<file path="config.mk">
export PLATFORM = sky130hd
export DESIGN_NAME = elevation_color_ramp_unit
export DESIGN_NICKNAME = d
export VERILOG_FILES = /design/src/rtl/ecr_pkg.sv /design/src/rtl/ecr_divide.sv /design/src/rtl/elevation_color_ramp_unit.sv
export SDC_FILE = /design/constraint.sdc
export NUM_CORES = 2
export LEC_CHECK = 0
export ABC_AREA = 0
export BUFFER_PORTS_ARGS = -buffer_cell sky130_fd_sc_hd__clkbuf_2
export CAP_MARGIN = 40
export CORE_ASPECT_RATIO = 0.6
export CORE_MARGIN = 3
export CORE_UTILIZATION = 66
export CTS_CLUSTER_SIZE = 14
export DETAILED_ROUTE_END_ITERATION = 8
export GPL_TIMING_DRIVEN = 0
export PLACE_DENSITY_LB_ADDON = 0.15
export RECOVER_POWER = 50
export SYNTH_ARGS = -nofsm -noshare
export SYNTH_HDL_FRONTEND = slang
export SYNTH_SLANG_ARGS = --single-unit
</file>
<file path="constraint.sdc">
create_clock -name i_clk -period 9.27 [get_ports i_clk]
set_clock_uncertainty 0.2 [all_clocks]
set_input_delay 2.3175 -clock i_clk [delete_from_list [all_inputs] [get_ports i_clk]]
set_output_delay 2.3175 -clock i_clk [all_outputs]
set_load 0.05 [all_outputs]
</file>
<file path="src/rtl/ecr_pkg.sv">
// ----------------------------------------------------------------------------
// ecr_pkg: shared types and constants of the elevation color ramp
// Color stops, segment divisors and the channel blend function.
// ----------------------------------------------------------------------------
package ecr_pkg;

    localparam int STOP_COUNT  = 7;
    localparam int ELEV_W      = 21;
    localparam int MASK_W      = 8;
    localparam int DIST_W      = 16;
    localparam int RECIP_W     = 21;
    localparam int AMOUNT_W    = 17;
    localparam int IDX_W       = 3;
    localparam int CFG_IDX_W   = 2;

    localparam logic [AMOUNT_W-1:0] AMOUNT_ONE  = 17'd65536;
    localparam logic [7:0]          VALID_ALPHA = 8'd210;

    // Register indexes of the configuration channel.
    localparam logic [CFG_IDX_W-1:0] CFG_NODATA_ENABLE = 2'd0;
    localparam logic [CFG_IDX_W-1:0] CFG_NODATA_VALUE  = 2'd1;

    // Stop elevations in metres with four fraction bits.
    localparam logic signed [ELEV_W-1:0] STOP_LEVEL [STOP_COUNT] = '{
        -21'sd8000, 21'sd0, 21'sd3200, 21'sd16000, 21'sd48000, 21'sd96000, 21'sd144000
    };
    localparam logic [7:0] STOP_RED   [STOP_COUNT] = '{38, 72, 98, 201, 145, 244, 255};
    localparam logic [7:0] STOP_GREEN [STOP_COUNT] = '{88, 132, 167, 184, 105, 244, 255};
    localparam logic [7:0] STOP_BLUE  [STOP_COUNT] = '{168, 187, 92, 124, 77, 244, 255};

    // Control that travels alongside one sample down the pipeline.
    typedef struct packed {
        logic             pix_valid;
        logic [IDX_W-1:0] lo;
        logic [IDX_W-1:0] hi;
        logic             zero_amt;
        logic             full_amt;
    } t_side;

    // Span of the segment that ends at stop hi.
    function automatic logic [DIST_W-1:0] seg_width(input logic [IDX_W-1:0] hi);
        logic [DIST_W-1:0] w;
        case (hi)
            3'd1:    w = 16'd8000;
            3'd2:    w = 16'd3200;
            3'd3:    w = 16'd12800;
            3'd4:    w = 16'd32000;
            3'd5:    w = 16'd48000;
            3'd6:    w = 16'd48000;
            default: w = 16'd1;
        endcase
        return w;
    endfunction

    // floor(2^32 / width); the quotient estimate is then low by at most one.
    function automatic logic [RECIP_W-1:0] seg_recip(input logic [IDX_W-1:0] hi);
        logic [RECIP_W-1:0] m;
        case (hi)
            3'd1:    m = 21'd536870;
            3'd2:    m = 21'd1342177;
            3'd3:    m = 21'd335544;
            3'd4:    m = 21'd134217;
            3'd5:    m = 21'd89478;
            3'd6:    m = 21'd89478;
            default: m = 21'd0;
        endcase
        return m;
    endfunction

    // floor((left * 2^16 + (right - left) * amount) / 2^16); never negative.
    function automatic logic [7:0] mix_channel(input logic [7:0]          left,
                                               input logic [7:0]          right,
                                               input logic [AMOUNT_W-1:0] amount);
        logic signed [9:0]  diff;
        logic signed [27:0] prod;
        logic signed [27:0] total;
        diff  = $signed({2'b00, right}) - $signed({2'b00, left});
        prod  = 28'(diff) * 28'($signed({1'b0, amount}));
        total = $signed({4'b0000, left, 16'h0000}) + prod;
        return total[23:16];
    endfunction

endpackage

</file>
<file path="src/rtl/ecr_divide.sv">
// ----------------------------------------------------------------------------
// ecr_divide: pipelined blend amount divider
// Computes floor(dist * 2^16 / width) by reciprocal multiply and one correction
// step over three register stages, with a ready chain that stalls per stage.
// ----------------------------------------------------------------------------
module ecr_divide
    import ecr_pkg::*;
(
    input  logic                i_clk,
    input  logic                i_rst_n,
    input  logic                i_valid,
    output logic                o_ready,
    input  logic [DIST_W-1:0]   i_dist,
    input  t_side               i_side,
    output logic                o_valid,
    input  logic                i_ready,
    output logic [AMOUNT_W-1:0] o_amount,
    output t_side               o_side
);

    localparam int PROD_W = DIST_W + RECIP_W;
    localparam int NUM_W  = 2 * DIST_W;

    logic                r_a_v;
    logic [PROD_W-1:0]   r_a_prod;
    logic [DIST_W-1:0]   r_a_dist;
    t_side               r_a_side;

    logic                r_b_v;
    logic [DIST_W-1:0]   r_b_qest;
    logic [NUM_W-1:0]    r_b_qw;
    logic [DIST_W-1:0]   r_b_dist;
    t_side               r_b_side;

    logic                r_c_v;
    logic [AMOUNT_W-1:0] r_c_amount;
    t_side               r_c_side;

    logic                a_en;
    logic                b_en;
    logic                c_en;
    logic [PROD_W-1:0]   n_a_prod;
    logic [DIST_W-1:0]   n_b_qest;
    logic [NUM_W-1:0]    n_b_qw;
    logic [NUM_W-1:0]    rem;
    logic [DIST_W-1:0]   qfix;
    logic [AMOUNT_W-1:0] n_c_amount;

    assign c_en    = !r_c_v || i_ready;
    assign b_en    = !r_b_v || c_en;
    assign a_en    = !r_a_v || b_en;
    assign o_ready = a_en;

    assign n_a_prod = PROD_W'(i_dist) * PROD_W'(seg_recip(i_side.hi));

    // Unflagged samples keep the product below 2^32; the estimate is 16 bits.
    assign n_b_qest = r_a_prod[NUM_W-1:DIST_W];
    assign n_b_qw   = NUM_W'(n_b_qest) * NUM_W'(seg_width(r_a_side.hi));

    always_comb begin
        rem  = {r_b_dist, {DIST_W{1'b0}}} - r_b_qw;
        qfix = r_b_qest;
        if (rem >= NUM_W'(seg_width(r_b_side.hi))) begin
            qfix = r_b_qest + 1'b1;
        end
        if (r_b_side.full_amt) begin
            n_c_amount = AMOUNT_ONE;
        end else if (r_b_side.zero_amt) begin
            n_c_amount = '0;
        end else begin
            n_c_amount = {1'b0, qfix};
        end
    end

    always_ff @(posedge i_clk) begin
        if (!i_rst_n) begin
            r_a_v <= 1'b0;
            r_b_v <= 1'b0;
            r_c_v <= 1'b0;
        end else begin
            if (a_en) begin
                r_a_v <= i_valid;
            end
            if (b_en) begin
                r_b_v <= r_a_v;
            end
            if (c_en) begin
                r_c_v <= r_b_v;
            end
        end
    end

    always_ff @(posedge i_clk) begin
        if (a_en) begin
            r_a_prod <= n_a_prod;
            r_a_dist <= i_dist;
            r_a_side <= i_side;
        end
        if (b_en) begin
            r_b_qest <= n_b_qest;
            r_b_qw   <= n_b_qw;
            r_b_dist <= r_a_dist;
            r_b_side <= r_a_side;
        end
        if (c_en) begin
            r_c_amount <= n_c_amount;
            r_c_side   <= r_b_side;
        end
    end

    assign o_valid  = r_c_v;
    assign o_amount = r_c_amount;
    assign o_side   = r_c_side;

endmodule

</file>
<file path="src/rtl/elevation_color_ramp_unit.sv">
// ----------------------------------------------------------------------------
// elevation_color_ramp_unit: hypsometric color ramp for an elevation stream
// Maps each elevation sample to one RGBA pixel by blending between fixed stops.
// ----------------------------------------------------------------------------
// Usage:
//   Samples arrive on the s_axis channel: tdata holds the elevation (Q16.4,
//   signed) and the mask byte, tuser holds the finite flag. Pixels leave on
//   the m_axis channel as red, green, blue and alpha bytes.
//   The configuration channel writes the nodata enable and the nodata value;
//   write it only while no sample is in flight. It is always ready.
//   The pipeline has five register stages: one classify stage, three divider
//   stages (reciprocal multiply, back multiply, correction) and the blend
//   stage that loads the output register.
//   Unstalled throughput is one pixel per clock; every stage has its own valid bit and
//   takes a new sample whenever it is empty or its successor moves.
//   When the receiver stalls, the pixel holds on m_axis and the stages fill
//   up behind it; s_axis_tready drops only once all five stages are full.
//   Reset empties the pipeline and clears both registers to zero.
// ----------------------------------------------------------------------------
module elevation_color_ramp_unit
    import ecr_pkg::*;
(
    input  logic                 i_clk,
    input  logic                 i_rst_n,
    input  logic                 s_axis_tvalid,
    output logic                 s_axis_tready,
    input  logic [31:0]          s_axis_tdata,  // [20:0] elevation, [28:21] mask_byte
    input  logic                 s_axis_tuser,  // [0] sample_finite
    output logic                 m_axis_tvalid,
    input  logic                 m_axis_tready,
    output logic [31:0]          m_axis_tdata,  // [7:0] red, [15:8] green, [23:16] blue,
                                                // [31:24] alpha
    input  logic                 i_cfg_valid,
    output logic                 o_cfg_ready,
    input  logic [CFG_IDX_W-1:0] i_cfg_index,
    input  logic [ELEV_W-1:0]    i_cfg_data
);

    logic                     r_nodata_en;
    logic signed [ELEV_W-1:0] r_nodata_val;

    logic                     r_s1_v;
    logic [DIST_W-1:0]        r_s1_dist;
    t_side                    r_s1_side;

    logic                     r_out_v;
    logic [31:0]              r_out_data;

    logic signed [ELEV_W-1:0] elev;
    logic [MASK_W-1:0]        mask;
    logic [IDX_W-1:0]         sel_hi;
    logic                     found;
    logic signed [ELEV_W:0]   seg_offset;
    t_side                    n_s1_side;

    logic                     s1_en;
    logic                     out_en;
    logic                     div_ready;
    logic                     div_valid;
    logic [AMOUNT_W-1:0]      div_amount;
    t_side                    div_side;
    logic [31:0]              n_out_data;

    assign o_cfg_ready = 1'b1;

    always_ff @(posedge i_clk) begin
        if (!i_rst_n) begin
            r_nodata_en  <= 1'b0;
            r_nodata_val <= '0;
        end else if (i_cfg_valid) begin
            case (i_cfg_index)
                CFG_NODATA_ENABLE: r_nodata_en  <= i_cfg_data[0];
                CFG_NODATA_VALUE:  r_nodata_val <= $signed(i_cfg_data);
                default: ;
            endcase
        end
    end

    // Classify: validity, segment search and distance from the lower stop.
    assign elev = $signed(s_axis_tdata[ELEV_W-1:0]);
    assign mask = s_axis_tdata[ELEV_W+MASK_W-1:ELEV_W];

    always_comb begin
        sel_hi = IDX_W'(STOP_COUNT - 1);
        found  = 1'b0;
        for (int i = STOP_COUNT - 1; i >= 1; i--) begin
            if (elev <= STOP_LEVEL[i]) begin
                sel_hi = IDX_W'(i);
                found  = 1'b1;
            end
        end
        n_s1_side.pix_valid = (mask != '0) && s_axis_tuser &&
                              !(r_nodata_en && (elev == r_nodata_val));
        n_s1_side.hi = sel_hi;
        // Above the top stop the blend runs from the first stop at full amount.
        n_s1_side.lo = found ? sel_hi - 1'b1 : '0;
        seg_offset = (ELEV_W+1)'(elev) - (ELEV_W+1)'(STOP_LEVEL[n_s1_side.lo]);
        n_s1_side.zero_amt = elev <= STOP_LEVEL[n_s1_side.lo];
        n_s1_side.full_amt = elev >= STOP_LEVEL[n_s1_side.hi];
    end

    assign s1_en         = !r_s1_v || div_ready;
    assign s_axis_tready = s1_en;

    always_ff @(posedge i_clk) begin
        if (!i_rst_n) begin
            r_s1_v <= 1'b0;
        end else if (s1_en) begin
            r_s1_v <= s_axis_tvalid;
        end
    end

    always_ff @(posedge i_clk) begin
        if (s1_en) begin
            r_s1_dist <= seg_offset[DIST_W-1:0];
            r_s1_side <= n_s1_side;
        end
    end

    ecr_divide u_divide (
        .i_clk    (i_clk),
        .i_rst_n  (i_rst_n),
        .i_valid  (r_s1_v),
        .o_ready  (div_ready),
        .i_dist   (r_s1_dist),
        .i_side   (r_s1_side),
        .o_valid  (div_valid),
        .i_ready  (out_en),
        .o_amount (div_amount),
        .o_side   (div_side)
    );

    // Blend stage feeding the output register.
    always_comb begin
        if (div_side.pix_valid) begin
            n_out_data = {VALID_ALPHA,
                          mix_channel(STOP_BLUE[div_side.lo],  STOP_BLUE[div_side.hi],
                                      div_amount),
                          mix_channel(STOP_GREEN[div_side.lo], STOP_GREEN[div_side.hi],
                                      div_amount),
                          mix_channel(STOP_RED[div_side.lo],   STOP_RED[div_side.hi],
                                      div_amount)};
        end else begin
            n_out_data = '0;
        end
    end

    assign out_en = !r_out_v || m_axis_tready;

    always_ff @(posedge i_clk) begin
        if (!i_rst_n) begin
            r_out_v <= 1'b0;
        end else if (out_en) begin
            r_out_v <= div_valid;
        end
    end

    always_ff @(posedge i_clk) begin
        if (out_en) begin
            r_out_data <= n_out_data;
        end
    end

    assign m_axis_tvalid = r_out_v;
    assign m_axis_tdata  = r_out_data;

    // An invalid pixel is all zeros; a valid one carries the fixed alpha.
    a_pixel_form: assert property (@(posedge i_clk) disable iff (!i_rst_n)
        m_axis_tvalid |-> (m_axis_tdata == 32'h0) || (m_axis_tdata[31:24] == VALID_ALPHA))
        else $error("pixel with inconsistent alpha");

    a_amount_range: assert property (@(posedge i_clk) disable iff (!i_rst_n)
        div_valid |-> (div_amount <= AMOUNT_ONE))
        else $error("blend amount out of range");

    a_flags_exclusive: assert property (@(posedge i_clk) disable iff (!i_rst_n)
        r_s1_v |-> !(r_s1_side.zero_amt && r_s1_side.full_amt))
        else $error("sample both below and above its segment");

    a_stall_holds: assert property (@(posedge i_clk) disable iff (!i_rst_n)
        (div_valid && r_out_v && !m_axis_tready) |=> div_valid)
        else $error("divider dropped a sample while the output stalled");

endmodule

</file>
==> metrics.txt <==
# TYPE chip_impl_metric gauge
chip_impl_metric{name="slowest_delay",unit="ns"} 0.55
chip_impl_info{name="cts_tree",value="built"} 1
chip_impl_metric{name="path_max_fanout",unit=""} 10
chip_impl_metric{name="min_period_over_period",unit="%"} 98.31
chip_impl_metric{name="worst_skew_pair.late_latency",unit="ns"} 0.61
chip_impl_metric{name="groute.layer.met3.usage",unit="%"} 17.41
chip_impl_info{name="crit_family",value="adder cells"} 1
chip_impl_metric{name="grtUsageMet1",unit="%"} 53.65
chip_impl_info{name="timing.rr.start",value="u_divide.o_side[5]"} 1
chip_impl_info{name="gr-max-usage-layer",value="met1"} 1
chip_impl_info{name="timing.critical_path.slowest_stage_cell",value="sky130_fd_sc_hd__fa_1"} 1
chip_impl_metric{name="clkSinkCount",unit=""} 215
chip_impl_metric{name="count_of_input_and_output_buffers",unit=""} 87
chip_impl_metric{name="r2r.worst_path.cells",unit=""} 33
chip_impl_metric{name="global_route.usage.total",unit="%"} 35.48
chip_impl_metric{name="final_number_of_hold_violating_endpoints",unit=""} 0
chip_impl_metric{name="ys_ff_latch",unit=""} 215
chip_impl_metric{name="synth_enable_flop_cells",unit=""} 188
chip_impl_metric{name="holdBufCountCts",unit=""} 0
chip_impl_metric{name="worstSetupPathDepth",unit=""} 33
chip_impl_metric{name="placementRows",unit=""} 69
chip_impl_metric{name="synth_cell_type_count",unit=""} 76
chip_impl_metric{name="die_x",unit="microns"} 324.5
chip_impl_metric{name="gr-usage-met2",unit="%"} 46.04
chip_impl_metric{name="grt-ovfl-total",unit=""} 0
chip_impl_info{name="synthFlopType",value="sky130_fd_sc_hd__edfxtp_1"} 1
chip_impl_metric{name="report.final.setup_viol",unit=""} 0
chip_impl_info{name="layout_common_cells",value="894 x sky130_fd_sc_hd__inv_1, 694 x sky130_fd_sc_hd__fa_1, 452 x sky130_fd_sc_hd__nand2_1"} 1
chip_impl_info{name="r2r-end",value="m_axis_tdata[15]"} 1
chip_impl_metric{name="yosys.area.top_type_share",unit="%"} 34.59
chip_impl_info{name="worst_setup_path_start_kind",value="register"} 1
chip_impl_info{name="outcome",value="finished, violations left"} 1
chip_impl_metric{name="drt_pass_1_iters",unit=""} 6
chip_impl_info{name="cts_root_buf",value="sky130_fd_sc_hd__clkbuf_16"} 1
chip_impl_info{name="crit_end",value="m_axis_tdata[15]"} 1
chip_impl_info{name="critPathMostFrequentCell",value="sky130_fd_sc_hd__fa_1"} 1
chip_impl_metric{name="first_iter_violations",unit=""} 3210
chip_impl_metric{name="drcViolationCount",unit=""} 0
chip_impl_metric{name="initial_utilization",unit="%"} 67.33
chip_impl_metric{name="critical_path.n_buffers_inverters",unit=""} 8
chip_impl_metric{name="synthArstFlopShare",unit="%"} 0
chip_impl_metric{name="grt_pass1_wl",unit="microns"} 173600
chip_impl_metric{name="cp.arrival",unit="ns"} 9.27
chip_impl_metric{name="fin_nets",unit=""} 5587
chip_impl_metric{name="cts-root-to-sink-buffers",unit=""} 3
chip_impl_metric{name="pin_count_of_the_biggest_net_entering_global_routing",unit=""} 70
chip_impl_metric{name="fp.dieArea",unit="sq um"} 63960
chip_impl_info{name="post_synth_main_area_contributors",value="sky130_fd_sc_hd__fa_1 35%, sky130_fd_sc_hd__edfxtp_1 14%, sky130_fd_sc_hd__ha_1 13%"} 1
chip_impl_metric{name="drv_cap",unit=""} 1
chip_impl_info{name="hold_path_class",value="reg -> reg"} 1
chip_impl_metric{name="whs",unit="ns"} 0.2146
chip_impl_metric{name="num_vias",unit=""} 29975
chip_impl_info{name="startpoint",value="u_divide.o_side[5]"} 1
chip_impl_info{name="crit_path_end_kind",value="register"} 1
chip_impl_metric{name="io_pins",unit=""} 96
chip_impl_metric{name="vias_per_std_cell",unit=""} 5.724
chip_impl_metric{name="place.detailed.hpwl",unit="microns"} 93330
chip_impl_metric{name="overall_die_height",unit="microns"} 197.1
chip_impl_metric{name="finalWeightedCongestion",unit=""} 0.9786
chip_impl_metric{name="h_tree_levels",unit=""} 1
chip_impl_metric{name="final_max_slew_viol_count",unit=""} 70
chip_impl_metric{name="min_period",unit="ns"} 9.113
chip_impl_metric{name="antenna_found_initial",unit=""} 7
chip_impl_metric{name="tritoncts.num_buffers",unit=""} 23
chip_impl_info{name="unrepaired_setup_endpoints_after_global_routing",value="true"} 1
chip_impl_metric{name="drt.antenna.violating_nets",unit=""} 0
chip_impl_metric{name="postPlaceCellArea",unit="sq um"} 41870
chip_impl_info{name="post-synth-top-area-cell",value="sky130_fd_sc_hd__fa_1"} 1
chip_impl_metric{name="clkTransAtPathRegs",unit="ns"} 0.07
chip_impl_metric{name="number_of_global_route_vias_before_repair",unit=""} 30221
chip_impl_info{name="mostFrequentLayoutCell",value="sky130_fd_sc_hd__inv_1"} 1
chip_impl_info{name="failed_checks",value="max-capacitance violations, max-slew violations"} 1
chip_impl_metric{name="post_synth_inst_count",unit=""} 4263
chip_impl_metric{name="r2r_setup_slack",unit="ns"} 0.16
chip_impl_metric{name="worst_pin_slew",unit="ns"} 3.883
chip_impl_metric{name="slew_headroom",unit="%"} -158.9
chip_impl_metric{name="synthesis.area",unit="sq um"} 40170
chip_impl_metric{name="critical_path_required",unit="ns"} 9.43
chip_impl_metric{name="core_region_area",unit="sq um"} 59660
chip_impl_metric{name="routed_wirelength",unit="microns"} 110700
chip_impl_metric{name="post-route-cell-area",unit="sq um"} 42830
chip_impl_metric{name="drive_gt1_share",unit="%"} 5.475
chip_impl_metric{name="postSynthAreaPerCell",unit="sq um"} 9.423
chip_impl_metric{name="yosysSeqAreaShare",unit="%"} 15.40
chip_impl_metric{name="area.growth.synth_to_final",unit="%"} 6.631
chip_impl_metric{name="drt-wirelength-per-cell",unit="microns"} 21.13
chip_impl_metric{name="timing.fmax",unit="MHz"} 109.7
chip_impl_info{name="criticalPathCategory",value="reg -> reg"} 1
chip_impl_metric{name="synth.yosys.warnings",unit=""} 0
routing by layer:
metal	share of wire (%)	routed length (microns)
met1	44	48640
met2	38	41510
met3	17	18280
met4	1.7	1889
met5	0.30	336
worst min path at each step:
| stage | depth (start not counted) | slack (ns) | to | from |
|---|---|---|---|---|
| 3_5_place_dp | 0 | 0.20 | u_divide.r_b_side[6] | u_divide.r_a_side[6] |
| 3_3_place_gp | 0 | 0.20 | u_divide.r_b_dist[5] | u_divide.r_a_dist[5] |
| 6_report | 0 | 0.21 | u_divide.o_side[5] | u_divide.r_b_side[5] |
| 2_1_floorplan | 0 | 0.20 | u_divide.o_side[5] | u_divide.r_b_side[5] |
| 4_1_cts | 0 | 0.22 | u_divide.r_b_side[6] | u_divide.r_a_side[6] |
| 5_1_grt | 0 | 0.22 | u_divide.r_b_dist[14] | u_divide.r_a_dist[14] |
stage by stage:
step / utilization (%) / instances / TNS, ns / setup slack, ns
2_1_floorplan: - / 4266 / 0 / 1.170
3_3_place_gp: 69.79 / 5169 / -19.33 / -1.666
3_5_place_dp: 70.19 / 5190 / -14.56 / -1.240
4_1_cts: 71.67 / 5230 / 0 / 0.005086
5_1_grt: 71.79 / 5236 / -0.1508 / -0.07728
6_report: 71.80 / 5237 / 0 / 0.1566
worst register-to-register path: cells and delay by family (launching register included):
| kind | cells | cell delay (ns) |
|---|---|---|
| DFF | 1 | 0.49 |
| xor gates and xnor gates | 2 | 0.41 |
| adders and majority gates | 9 | 3.83 |
| and+or+nand+nor | 4 | 0.66 |
| buffers and inverters | 8 | 1.00 |
| AOI/OAI and AO/OA | 10 | 2.29 |
sequential cells by signal (all words and copies together), names as in the netlist, 17 cells and up:
| name | count |
|---|---|
| u_divide.o_amount | 17 |
| r_nodata_val | 21 |
| m_axis_tdata | 25 |
| u_divide.r_b_qw | 32 |
layout make-up:
cell class / instances / area, sq um
diodes: 1 / 2.502
plain buffers: 161 / 674.4
clock buffers: 26 / 586.8
clock inverters: 15 / 160.2
fillers: 4569 / 16820
inverters: 897 / 3372
multi-input cells: 2986 / 30140
flip-flops and latches: 215 / 6186
well taps: 816 / 1021
repair buffers: 120 / 690.7
cells in the mapped netlist (9+ instances only):
cell type                   instances
sky130_fd_sc_hd__fa_1             694
sky130_fd_sc_hd__ha_1             428
sky130_fd_sc_hd__edfxtp_1         188
sky130_fd_sc_hd__nor2_1           145
sky130_fd_sc_hd__a21o_1            32
sky130_fd_sc_hd__xnor2_1          111
sky130_fd_sc_hd__and3_1            43
sky130_fd_sc_hd__a21oi_1          103
sky130_fd_sc_hd__nand2b_1          74
sky130_fd_sc_hd__a21boi_0          29
sky130_fd_sc_hd__nand3_1           37
sky130_fd_sc_hd__dfxtp_1           27
sky130_fd_sc_hd__and2_1           385
sky130_fd_sc_hd__or4_1              9
sky130_fd_sc_hd__xor2_1            45
sky130_fd_sc_hd__nor2b_1           53
sky130_fd_sc_hd__o21ai_0           58
sky130_fd_sc_hd__or2_2             30
sky130_fd_sc_hd__nand2_1          453
sky130_fd_sc_hd__nor3_1            33
sky130_fd_sc_hd__mux2i_1           12
sky130_fd_sc_hd__a31oi_1           12
sky130_fd_sc_hd__nand4_1           22
sky130_fd_sc_hd__or3_1             12
sky130_fd_sc_hd__o21a_1            28
sky130_fd_sc_hd__a211oi_1           9
sky130_fd_sc_hd__a2111oi_0         10
sky130_fd_sc_hd__inv_1            895
sky130_fd_sc_hd__o21bai_1          11
sky130_fd_sc_hd__clkbuf_1         150
kinds of logic after synthesis:
family	count (synthesis)	synth area share [%]
simple gates	1331	16.96
other cells	2	0.01870
fa+ha+maj	1122	47.92
xor+xnor	157	3.458
flops	215	15.40
compound gates	356	5.825
mux	15	0.3831
buf+inv	1065	10.03
repair_timing:
item | 4_1_cts | 5_1_grt
pin swaps | 2 | 5
endpoints found under the setup margin | 28 | 18
buffers inserted | 3 | 7
resized for setup | 38 | 41
Power is not shown: default switching activity piles up to over one toggle a cycle in this logic, so the estimate is an artifact.
